--- src/hw/rtl/mwpssd_pkg.sv ---
// ----------------------------------------------------------------------------
// mwpssd_pkg
// Types and constants shared by the masked weighted patch cost block.
// ----------------------------------------------------------------------------
package mwpssd_pkg;

   localparam int PIXEL_W    = 8;
   localparam int WEIGHT_W   = 16;
   localparam int SQ_W       = 2 * PIXEL_W;
   localparam int TERM_W     = SQ_W + WEIGHT_W;
   localparam int DIST_W     = 42;
   localparam int WSUM_W     = 26;
   localparam int COST_W     = 24;
   localparam int FRAC_SHIFT = 8;
   localparam int QUOT_W     = DIST_W + FRAC_SHIFT;
   localparam int STEP_W     = $clog2(QUOT_W);
   localparam int QUEUE_DEPTH = 2;

   localparam logic [WEIGHT_W-1:0] ONE_Q12  = 16'd4096;
   localparam logic [COST_W-1:0]   COST_MAX = 24'd16646400;

   typedef struct packed {
      logic [DIST_W-1:0] dist_sum;
      logic [WSUM_W-1:0] wsum;
   } sums_type;

   typedef enum logic [1:0] {
      BK_IDLE,
      BK_DIVIDE,
      BK_HOLD
   } back_state_type;

endpackage

--- src/hw/rtl/mwpssd_ifs.sv ---
// ----------------------------------------------------------------------------
// mwpssd channel interfaces
// Pixel request channel and cost response channel, valid/ready handshake.
// ----------------------------------------------------------------------------
interface mwpssd_req_if;
   import mwpssd_pkg::*;

   logic                 valid;
   logic                 ready;
   logic [PIXEL_W-1:0]   source_pixel;
   logic [PIXEL_W-1:0]   known_pixel;
   logic [PIXEL_W-1:0]   dense_pixel;
   logic                 is_hole;
   logic                 last_pixel;

   modport source (
      output valid, source_pixel, known_pixel, dense_pixel, is_hole, last_pixel,
      input  ready
   );
   modport sink (
      input  valid, source_pixel, known_pixel, dense_pixel, is_hole, last_pixel,
      output ready
   );
endinterface

interface mwpssd_rsp_if;
   import mwpssd_pkg::*;

   logic                 valid;
   logic                 ready;
   logic [COST_W-1:0]    cost;
   logic                 zero_weight;

   modport source (
      output valid, cost, zero_weight,
      input  ready
   );
   modport sink (
      input  valid, cost, zero_weight,
      output ready
   );
endinterface

--- src/hw/rtl/masked_weighted_patch_ssd.sv ---
// ----------------------------------------------------------------------------
// masked_weighted_patch_ssd
// Weighted mean squared difference over one patch, cost in unsigned Q16.8.
//
//   channel   dir   handshake        beat
//   req_if    in    valid / ready    one pixel: source, known, dense, hole, last
//   rsp_if    out   valid / ready    one cost per patch: cost, zero_weight
//   csr_*     in    write enable     dense_weight, unsigned Q4.12
//
// Pixels are taken one per cycle unless the front stalls; the accumulate pipeline is three stages deep.
// Each patch then passes through the back end: pop, fifty one-bit restoring
// division steps, and the hand-off to the response register; a zero weight
// sum skips the division steps.
// Reset is synchronous and clears the sums, the queue and the handshakes;
// dense_weight returns to 1.0. The front stalls only when a last beat meets a
// full queue; the response register lets the divider start the next patch.
// ----------------------------------------------------------------------------
module masked_weighted_patch_ssd #(
   parameter int QueueDepth = mwpssd_pkg::QUEUE_DEPTH
) (
   input  logic                            clock,
   input  logic                            reset,
   mwpssd_req_if.sink                      req_if,
   mwpssd_rsp_if.source                    rsp_if,
   input  logic                            csr_we,
   input  logic [mwpssd_pkg::WEIGHT_W-1:0] csr_wdata
);
   import mwpssd_pkg::*;

   logic [WEIGHT_W-1:0]  dense_weight_ff;
   logic                 queue_full;
   logic                 push;
   sums_type             push_data;
   logic                 pop;
   logic                 pop_valid;
   sums_type             pop_data;

   always_ff @(posedge clock) begin
      if (reset) begin
         dense_weight_ff <= ONE_Q12;
      end else if (csr_we) begin
         dense_weight_ff <= csr_wdata;
      end
   end

   mwpssd_front u_front (
      .clock        (clock),
      .reset        (reset),
      .dense_weight (dense_weight_ff),
      .req          (req_if),
      .queue_full   (queue_full),
      .push         (push),
      .push_data    (push_data)
   );

   mwpssd_queue #(
      .Depth (QueueDepth)
   ) u_queue (
      .clock     (clock),
      .reset     (reset),
      .push      (push),
      .push_data (push_data),
      .full      (queue_full),
      .pop       (pop),
      .pop_valid (pop_valid),
      .pop_data  (pop_data)
   );

   mwpssd_back u_back (
      .clock     (clock),
      .reset     (reset),
      .pop_valid (pop_valid),
      .pop_data  (pop_data),
      .pop       (pop),
      .rsp       (rsp_if)
   );

endmodule

--- src/hw/rtl/mwpssd_front.sv ---
// ----------------------------------------------------------------------------
// mwpssd_front
// Takes pixel beats, forms the weighted squared difference over a short
// pipeline and accumulates both sums; hands finished sums to the queue.
// ----------------------------------------------------------------------------
module mwpssd_front (
   input  logic                          clock,
   input  logic                          reset,
   input  logic [mwpssd_pkg::WEIGHT_W-1:0] dense_weight,
   mwpssd_req_if.sink                    req,
   input  logic                          queue_full,
   output logic                          push,
   output mwpssd_pkg::sums_type          push_data
);
   import mwpssd_pkg::*;

   logic                  advance;
   logic [PIXEL_W-1:0]    target;
   logic [PIXEL_W-1:0]    diff;
   logic [WEIGHT_W-1:0]   weight;

   logic                  s0_valid_ff, s0_valid_in;
   logic [PIXEL_W-1:0]    s0_diff_ff;
   logic [WEIGHT_W-1:0]   s0_weight_ff;
   logic                  s0_last_ff;

   logic                  s1_valid_ff, s1_valid_in;
   logic [SQ_W-1:0]       s1_sq_ff;
   logic [WEIGHT_W-1:0]   s1_weight_ff;
   logic                  s1_last_ff;

   logic                  s2_valid_ff, s2_valid_in;
   logic [TERM_W-1:0]     s2_term_ff;
   logic [WEIGHT_W-1:0]   s2_weight_ff;
   logic                  s2_last_ff;

   logic [DIST_W-1:0]     dist_ff, dist_in;
   logic [WSUM_W-1:0]     wsum_ff, wsum_in;
   logic [DIST_W:0]       dist_add;
   logic [WSUM_W:0]       wsum_add;
   logic [DIST_W-1:0]     dist_sat;
   logic [WSUM_W-1:0]     wsum_sat;

   // whole pipeline stalls only when a last beat cannot enter the queue
   assign advance   = !(s2_valid_ff && s2_last_ff && queue_full);
   assign req.ready = advance;

   always_comb begin
      target = req.is_hole ? req.dense_pixel : req.known_pixel;
      weight = req.is_hole ? dense_weight : ONE_Q12;
      diff   = (target >= req.source_pixel) ? (target - req.source_pixel)
                                            : (req.source_pixel - target);
   end

   always_comb begin
      dist_add = {1'b0, dist_ff} + (DIST_W + 1)'(s2_term_ff);
      wsum_add = {1'b0, wsum_ff} + (WSUM_W + 1)'(s2_weight_ff);
      dist_sat = dist_add[DIST_W] ? '1 : dist_add[DIST_W-1:0];
      wsum_sat = wsum_add[WSUM_W] ? '1 : wsum_add[WSUM_W-1:0];
   end

   always_comb begin
      s0_valid_in = s0_valid_ff;
      s1_valid_in = s1_valid_ff;
      s2_valid_in = s2_valid_ff;
      dist_in     = dist_ff;
      wsum_in     = wsum_ff;
      push        = 1'b0;
      if (advance) begin
         s0_valid_in = req.valid;
         s1_valid_in = s0_valid_ff;
         s2_valid_in = s1_valid_ff;
         if (s2_valid_ff) begin
            if (s2_last_ff) begin
               push    = 1'b1;
               dist_in = '0;
               wsum_in = '0;
            end else begin
               dist_in = dist_sat;
               wsum_in = wsum_sat;
            end
         end
      end
   end

   assign push_data.dist_sum = dist_sat;
   assign push_data.wsum     = wsum_sat;

   always_ff @(posedge clock) begin
      if (reset) begin
         s0_valid_ff <= 1'b0;
         s1_valid_ff <= 1'b0;
         s2_valid_ff <= 1'b0;
         dist_ff     <= '0;
         wsum_ff     <= '0;
      end else begin
         s0_valid_ff <= s0_valid_in;
         s1_valid_ff <= s1_valid_in;
         s2_valid_ff <= s2_valid_in;
         dist_ff     <= dist_in;
         wsum_ff     <= wsum_in;
      end
   end

   always_ff @(posedge clock) begin
      if (advance) begin
         s0_diff_ff   <= diff;
         s0_weight_ff <= weight;
         s0_last_ff   <= req.last_pixel;
         s1_sq_ff     <= SQ_W'(s0_diff_ff) * SQ_W'(s0_diff_ff);
         s1_weight_ff <= s0_weight_ff;
         s1_last_ff   <= s0_last_ff;
         s2_term_ff   <= TERM_W'(s1_sq_ff) * TERM_W'(s1_weight_ff);
         s2_weight_ff <= s1_weight_ff;
         s2_last_ff   <= s1_last_ff;
      end
   end

endmodule

--- src/hw/rtl/mwpssd_queue.sv ---
// ----------------------------------------------------------------------------
// mwpssd_queue
// Short first-in first-out queue of finished sum pairs between front and back.
// ----------------------------------------------------------------------------
module mwpssd_queue #(
   parameter int Depth = mwpssd_pkg::QUEUE_DEPTH
) (
   input  logic                 clock,
   input  logic                 reset,
   input  logic                 push,
   input  mwpssd_pkg::sums_type push_data,
   output logic                 full,
   input  logic                 pop,
   output logic                 pop_valid,
   output mwpssd_pkg::sums_type pop_data
);
   import mwpssd_pkg::*;

   localparam int PtrW = (Depth > 1) ? $clog2(Depth) : 1;
   localparam int CntW = $clog2(Depth + 1);

   sums_type            mem_ff [Depth];
   logic [PtrW-1:0]     wr_ptr_ff, wr_ptr_in;
   logic [PtrW-1:0]     rd_ptr_ff, rd_ptr_in;
   logic [CntW-1:0]     count_ff, count_in;
   logic                do_push;
   logic                do_pop;

   assign full      = (count_ff == CntW'(Depth));
   assign pop_valid = (count_ff != '0);
   assign pop_data  = mem_ff[rd_ptr_ff];
   assign do_push   = push && !full;
   assign do_pop    = pop && pop_valid;

   always_comb begin
      wr_ptr_in = wr_ptr_ff;
      rd_ptr_in = rd_ptr_ff;
      count_in  = count_ff;
      if (do_push) begin
         wr_ptr_in = (wr_ptr_ff == PtrW'(Depth - 1)) ? '0 : wr_ptr_ff + 1'b1;
      end
      if (do_pop) begin
         rd_ptr_in = (rd_ptr_ff == PtrW'(Depth - 1)) ? '0 : rd_ptr_ff + 1'b1;
      end
      if (do_push && !do_pop) begin
         count_in = count_ff + 1'b1;
      end else if (do_pop && !do_push) begin
         count_in = count_ff - 1'b1;
      end
   end

   always_ff @(posedge clock) begin
      if (reset) begin
         wr_ptr_ff <= '0;
         rd_ptr_ff <= '0;
         count_ff  <= '0;
      end else begin
         wr_ptr_ff <= wr_ptr_in;
         rd_ptr_ff <= rd_ptr_in;
         count_ff  <= count_in;
      end
   end

   always_ff @(posedge clock) begin
      if (do_push) begin
         mem_ff[wr_ptr_ff] <= push_data;
      end
   end

endmodule

--- src/hw/rtl/mwpssd_back.sv ---
// ----------------------------------------------------------------------------
// mwpssd_back
// Divides each finished distance sum by its non-zero weight sum one quotient
// bit per cycle, clamps the cost and holds it in the response register.
// ----------------------------------------------------------------------------
module mwpssd_back (
   input  logic                 clock,
   input  logic                 reset,
   input  logic                 pop_valid,
   input  mwpssd_pkg::sums_type pop_data,
   output logic                 pop,
   mwpssd_rsp_if.source         rsp
);
   import mwpssd_pkg::*;

   back_state_type        state_ff, state_in;
   logic [WSUM_W-1:0]     rem_ff, rem_in;
   logic [QUOT_W-1:0]     quot_ff, quot_in;
   logic [WSUM_W-1:0]     divisor_ff;
   logic [STEP_W-1:0]     step_ff, step_in;
   logic                  zero_ff;
   logic                  rsp_valid_ff, rsp_valid_in;
   logic [COST_W-1:0]     rsp_cost_ff;
   logic                  rsp_zero_ff;

   logic                  zero_sum;
   logic                  out_free;
   logic                  do_step;
   logic                  load_out;
   logic [WSUM_W:0]       shifted;
   logic [WSUM_W:0]       trial;
   logic                  fits;
   logic [COST_W-1:0]     clamped;

   assign zero_sum = (pop_data.wsum == '0);
   assign out_free = !rsp_valid_ff || rsp.ready;

   // next state
   always_comb begin
      state_in = state_ff;
      unique case (state_ff)
         BK_IDLE: begin
            if (pop_valid) begin
               state_in = zero_sum ? BK_HOLD : BK_DIVIDE;
            end
         end
         BK_DIVIDE: begin
            if (step_ff == STEP_W'(QUOT_W - 1)) begin
               state_in = BK_HOLD;
            end
         end
         BK_HOLD: begin
            if (out_free) begin
               state_in = BK_IDLE;
            end
         end
         default: state_in = BK_IDLE;
      endcase
   end

   // state outputs
   always_comb begin
      pop      = 1'b0;
      do_step  = 1'b0;
      load_out = 1'b0;
      unique case (state_ff)
         BK_IDLE:   pop      = pop_valid;
         BK_DIVIDE: do_step  = 1'b1;
         BK_HOLD:   load_out = out_free;
         default: ;
      endcase
   end

   // restoring division step
   always_comb begin
      shifted = {rem_ff, quot_ff[QUOT_W-1]};
      trial   = shifted - {1'b0, divisor_ff};
      fits    = !trial[WSUM_W];
      clamped = (quot_ff > QUOT_W'(COST_MAX)) ? COST_MAX : quot_ff[COST_W-1:0];
   end

   always_comb begin
      rem_in  = rem_ff;
      quot_in = quot_ff;
      step_in = step_ff;
      if (pop) begin
         rem_in  = '0;
         quot_in = zero_sum ? '1 : {pop_data.dist_sum, FRAC_SHIFT'(0)};
         step_in = '0;
      end else if (do_step) begin
         rem_in  = fits ? trial[WSUM_W-1:0] : shifted[WSUM_W-1:0];
         quot_in = {quot_ff[QUOT_W-2:0], fits};
         step_in = step_ff + 1'b1;
      end
   end

   always_comb begin
      rsp_valid_in = rsp_valid_ff;
      if (load_out) begin
         rsp_valid_in = 1'b1;
      end else if (rsp.ready) begin
         rsp_valid_in = 1'b0;
      end
   end

   always_ff @(posedge clock) begin
      if (reset) begin
         state_ff     <= BK_IDLE;
         rsp_valid_ff <= 1'b0;
      end else begin
         state_ff     <= state_in;
         rsp_valid_ff <= rsp_valid_in;
      end
   end

   always_ff @(posedge clock) begin
      rem_ff  <= rem_in;
      quot_ff <= quot_in;
      step_ff <= step_in;
      if (pop) begin
         divisor_ff <= pop_data.wsum;
         zero_ff    <= zero_sum;
      end
      if (load_out) begin
         rsp_cost_ff <= clamped;
         rsp_zero_ff <= zero_ff;
      end
   end

   assign rsp.valid       = rsp_valid_ff;
   assign rsp.cost        = rsp_cost_ff;
   assign rsp.zero_weight = rsp_zero_ff;

endmodule

--- src/flat_wrapper.sv ---
// flat-port wrapper written by rule: the top's interface ports become plain ports
module masked_weighted_patch_ssd_flat import mwpssd_pkg::*;
#(
   parameter int QueueDepth = mwpssd_pkg::QUEUE_DEPTH
)
  (clock, reset, csr_we, csr_wdata, req_if_valid, req_if_source_pixel, req_if_known_pixel, req_if_dense_pixel, req_if_is_hole, req_if_last_pixel, req_if_ready, rsp_if_valid, rsp_if_cost, rsp_if_zero_weight, rsp_if_ready);
  mwpssd_req_if req_if_i ();
  mwpssd_rsp_if rsp_if_i ();
  input  logic clock;
  input  logic reset;
  input  logic csr_we;
  input  logic [mwpssd_pkg::WEIGHT_W-1:0] csr_wdata;
  input wire logic [$bits(req_if_i.valid)-1:0] req_if_valid;
  input wire logic [$bits(req_if_i.source_pixel)-1:0] req_if_source_pixel;
  input wire logic [$bits(req_if_i.known_pixel)-1:0] req_if_known_pixel;
  input wire logic [$bits(req_if_i.dense_pixel)-1:0] req_if_dense_pixel;
  input wire logic [$bits(req_if_i.is_hole)-1:0] req_if_is_hole;
  input wire logic [$bits(req_if_i.last_pixel)-1:0] req_if_last_pixel;
  output wire logic [$bits(req_if_i.ready)-1:0] req_if_ready;
  output wire logic [$bits(rsp_if_i.valid)-1:0] rsp_if_valid;
  output wire logic [$bits(rsp_if_i.cost)-1:0] rsp_if_cost;
  output wire logic [$bits(rsp_if_i.zero_weight)-1:0] rsp_if_zero_weight;
  input wire logic [$bits(rsp_if_i.ready)-1:0] rsp_if_ready;
  assign req_if_i.valid = req_if_valid;
  assign req_if_i.source_pixel = req_if_source_pixel;
  assign req_if_i.known_pixel = req_if_known_pixel;
  assign req_if_i.dense_pixel = req_if_dense_pixel;
  assign req_if_i.is_hole = req_if_is_hole;
  assign req_if_i.last_pixel = req_if_last_pixel;
  assign req_if_ready = req_if_i.ready;
  assign rsp_if_valid = rsp_if_i.valid;
  assign rsp_if_cost = rsp_if_i.cost;
  assign rsp_if_zero_weight = rsp_if_i.zero_weight;
  assign rsp_if_i.ready = rsp_if_ready;
  masked_weighted_patch_ssd #(.QueueDepth(QueueDepth)) u_core (.clock(clock), .reset(reset), .req_if(req_if_i), .rsp_if(rsp_if_i), .csr_we(csr_we), .csr_wdata(csr_wdata));
endmodule
--- config.mk ---
export PLATFORM = sky130hd
export DESIGN_NAME = masked_weighted_patch_ssd_flat
export DESIGN_NICKNAME = d
export VERILOG_FILES = /design/src/hw/rtl/mwpssd_pkg.sv /design/src/hw/rtl/mwpssd_ifs.sv /design/src/hw/rtl/masked_weighted_patch_ssd.sv /design/src/hw/rtl/mwpssd_front.sv /design/src/hw/rtl/mwpssd_queue.sv /design/src/hw/rtl/mwpssd_back.sv /design/src/flat_wrapper.sv
export SDC_FILE = /design/constraint.sdc
export NUM_CORES = 1
export LEC_CHECK = 0
export BUFFER_PORTS_ARGS = -buffer_cell sky130_fd_sc_hd__buf_2
export CAP_MARGIN = 15
export CELL_PAD_IN_SITES_DETAIL_PLACEMENT = 0
export CELL_PAD_IN_SITES_GLOBAL_PLACEMENT = 1
export CORE_ASPECT_RATIO = 0.75
export CORE_MARGIN = 1.5
export CORE_UTILIZATION = 45
export CTS_BUF_LIST = sky130_fd_sc_hd__clkbuf_4 sky130_fd_sc_hd__clkbuf_8
export CTS_CLUSTER_DIAMETER = 80
export CTS_CLUSTER_SIZE = 12
export DETAILED_ROUTE_END_ITERATION = 6
export GPL_TIMING_DRIVEN = 0
export PLACE_DENSITY = 0.82
export SLEW_MARGIN = 0
export SYNTH_ARGS = -nofsm -noshare
export SYNTH_HDL_FRONTEND = slang
export SYNTH_HIERARCHICAL = 1
export SYNTH_SLANG_ARGS = --single-unit
export TNS_END_PERCENT = 1
--- constraint.sdc ---
create_clock -name clock -period 10.38 [get_ports clock]
set_input_delay 2.076 -clock clock [delete_from_list [all_inputs] [get_ports clock]]
set_output_delay 2.076 -clock clock [all_outputs]
set_load 0.01 [all_outputs]
==> results by group <==
Routing
  • Count of antenna-violating nets left after detailed routing: 0
  • Wire length per cell after detailed routing: 17.4 um
  • Avg Vias per Cell: 5.23
  • Post-Route WL: 71600 um
  • Drc violations: 0
  • Starting DRT DRC Count: 1688
  • Number of vias in the routed layout: 21500
  • Drt pass-1 iters: 6

Timing
  • Final Hold Slack: 413 ps
  • F_max: 121 MHz
  • Final setup vio count: 0
  • Setup TNS after final layout: 0 ps
  • Slew Limit Headroom: 33.0%
  • Tcrit/Tclk final: 79.8%
  • Final setup slack of the worst path: 2090 ps
  • Min Tclk post-route: 8290 ps
  • RSZ-0062 raised after global routing: false
  • Transition at the pin with the smallest max-transition slack: 997 ps
  • Layout Skew: 34.9 ps
  • Fin. Hold Viols: 0
  • Number of max-slew violations in the final report: 0

Yosys
  • Synth cell types: 99
  • Average footprint of a synthesized cell: 10.7 sq um
  • Total standard cell area after synthesis: 0.0321 sq mm
  • Mapped Cells: 2999
  • Post-synth ARST share: 0%
  • Post-synth top flop: edfxtp_1
  • Post-synth EDFFs: 344
  • Total of flip-flops plus latches after synthesis: 471
  • Total of warnings raised by yosys: 6
  • Sequential area share after synthesis: 40.1%

Place
  • Standard cell area after detailed placement: 0.0338 sq mm
  • HPWL after detailed placement: 55100 um
  • Number of buffer cells added on primary ports: 71
  • Global placement routability congestion: 0.870
  • Worst Setup Slack post-DPL: 2260 ps

Global routing
  • Initial antenna violation count: 3
  • Most crowded layer after global routing: met1
  • Number of global-route vias before repair: 20700
  • Largest net degree at the start of global routing: 69
  • Met2 Resource Use GR: 29.8%
  • Total congestion overflow: 0
  • Global routing usage on met3: 2.82%
  • Met1 Track Usage GR: 30.1%
  • GRT Total Usage: 19.8%
  • First-pass GRT wire length: 115000 um

Clock network
  • Post-CTS Setup Repair Bufs: 0
  • Resized Gates After CTS: 0
  • Max H-tree Level: 2
  • Number of hold buffers added after cts: 0
  • Latest clock arrival within the worst-skew pair: 670 ps
  • Deepest clock path buffer count: 3
  • Clock slew at the register clock pins of the worst setup and hold paths: 90 ps
  • CTS sink count: 471
  • TritonCTS clock tree: built
  • Root buffer selected by CTS: clkbuf_8
  • CTS Buf Count: 45

Min path
  • Classification of the worst-slack hold path: reg2reg

Worst setup path
  • Worst EP required: 10750 ps
  • Crit end category: flip-flop
  • Worst path most repeated cell: fa_1
  • Count of buffering cells on the critical path with inverters included: 6
  • Cell class contributing the biggest share of worst-path delay: adder cells
  • Slowest stage cell, crit path: edfxtp_1
  • Critical-path maximum fanout: 10
  • Worst Setup Path Type: reg2reg
  • Cells along the critical path: clkbuf_1 > nand2_1 > fa_1 > inv_1 > fa_1 > inv_1 > fa_1 > inv_1 > fa_1 > fa_1 > inv_1 > fa_1 > inv_1 > ha_1 > a211oi_1 > nor2_1 > a2111oi_0 > o21ai_1 > o211ai_1 > nand2_1 > a221o_1 > a21o_1 > xnor2_1
  • Crit start category: flip-flop
  • Data arrival time at the worst-slack endpoint: 8660 ps
  • Highest cell delay on the worst timing path: 690 ps

Layout
  • Area Overhead vs Synth: 8.15%
  • Utilization of the core after routing: 49.4%
  • Share of cells above drive strength 1: 9.57%
  • Most frequent cells in the layout: nand2_1 (352), edfxtp_1 (344), inv_1 (334)
  • Cell area after layout: 0.0347 sq mm
  • Total number of nets in the final design: 3623
  • Most frequent standard cell in the layout excluding fill and tap cells: nand2_1

Die
  • Die Span Y: 234 um
  • Core outline area: 0.0703 sq mm
  • Initial cell density of the core: 45.6%
  • I/O Pins: 74
  • Cell row count: 84
  • Total die area: 0.0729 sq mm
  • Die Width: 311 um

Job
  • Number of maximum-capacitance violations: 0

Power and ir drop
  • P_leak: 15.2 nW
  • Peak supply drop: 0.281 mV
  • Total power divided by cell area: 233 mW/mm^2

Status
  • Run status: complete, no violations
[per-stage QoR]
stage          instances  power (W)
2_1_floorplan       3006    0.00592
3_3_place_gp        4023    0.00687
3_5_place_dp        4028    0.00692
4_1_cts             4111    0.00816
5_1_grt             4111    0.00884
6_report            4112    0.00809
[final cells by class]
class	count	area, sq um
fillers	6465	35600
flip-flops and latches	471	12900
repair buffers	76	458
well taps	946	1180
multi-input cells	2091	17500
plain buffers	108	492
inverters	336	1260
clock inverters	5	57.6
diodes	1	2.50
clock buffers	78	867
[synth_stat cells (82+ instances only)]
cell | count | area share (%)
a21oi_1 | 126 | 2.0
and2_1 | 170 | 3.3
clkbuf_1 | 83 | 0.97
dfxtp_1 | 127 | 7.9
edfxtp_1 | 344 | 32
fa_1 | 217 | 14
ha_1 | 230 | 9.0
inv_1 | 336 | 3.9
nand2_1 | 352 | 4.1
nor2_1 | 152 | 1.8
o21ai_0 | 108 | 1.7
xnor2_1 | 82 | 2.2
[power breakdown]
group	internal, W	total (W)	switching, W
clock network	0.000533	0.00119	0.000652
registers	0.00246	0.00270	0.000244
logic	0.00178	0.00421	0.00242
[kinds of logic (layout without fill, tap and decap cells)]
kind of cell | after synthesis | after routing | synth area share, %
AOI/OAI and AO/OA | 526 | 526 | 11.2
xor gates and xnor gates | 130 | 130 | 3.55
adders and majority gates | 447 | 447 | 22.5
buffers and inverters | 444 | 603 | 5.46
DFF | 471 | 471 | 40.1
muxes | 114 | 114 | 4.16
other | 2 | 10 | 0.0234
and+or+nand+nor | 865 | 865 | 13.0
[state kept, by name, summed over array words and instances (netlist names), 2 cells and up, named ones only]
signal,cells
u_core/dense_weight_ff,16
u_core/u_back/divisor_ff,26
u_core/u_back/quot_ff,50
u_core/u_back/rem_ff,26
u_core/u_back/rsp.cost,24
u_core/u_back/state_ff,2
u_core/u_back/step_ff,6
u_core/u_front/dist_ff,42
u_core/u_front/s0_diff_ff,8
u_core/u_front/s0_weight_ff,16
u_core/u_front/s1_sq_ff,15
u_core/u_front/s1_weight_ff,16
u_core/u_front/s2_term_ff,32
u_core/u_front/s2_weight_ff,16
u_core/u_front/wsum_ff,26
u_core/u_queue/count_ff,2
u_core/u_queue/mem_ff,136
[layer usage]
layer,share of wire [%],vias up
met5,0,-
met4,2.1,0
met3,5.6,83
met2,42,503
met1,50,10400
li1,-,10600
[path summary, 6_finish.rpt]
check	start	endpoint	slack, ps	cells after the start
max	u_core/u_front/s1_weight_ff[8]	u_core/u_front/s2_term_ff[31]	2090	23
min	u_core/u_front/s0_weight_ff[11]	u_core/u_front/s1_weight_ff[11]	410	0
max reg2reg	u_core/u_front/s1_weight_ff[8]	u_core/u_front/s2_term_ff[31]	2090	23
min reg2reg	u_core/u_front/s0_weight_ff[11]	u_core/u_front/s1_weight_ff[11]	410	0
Power figures use the tool's default switching activity.
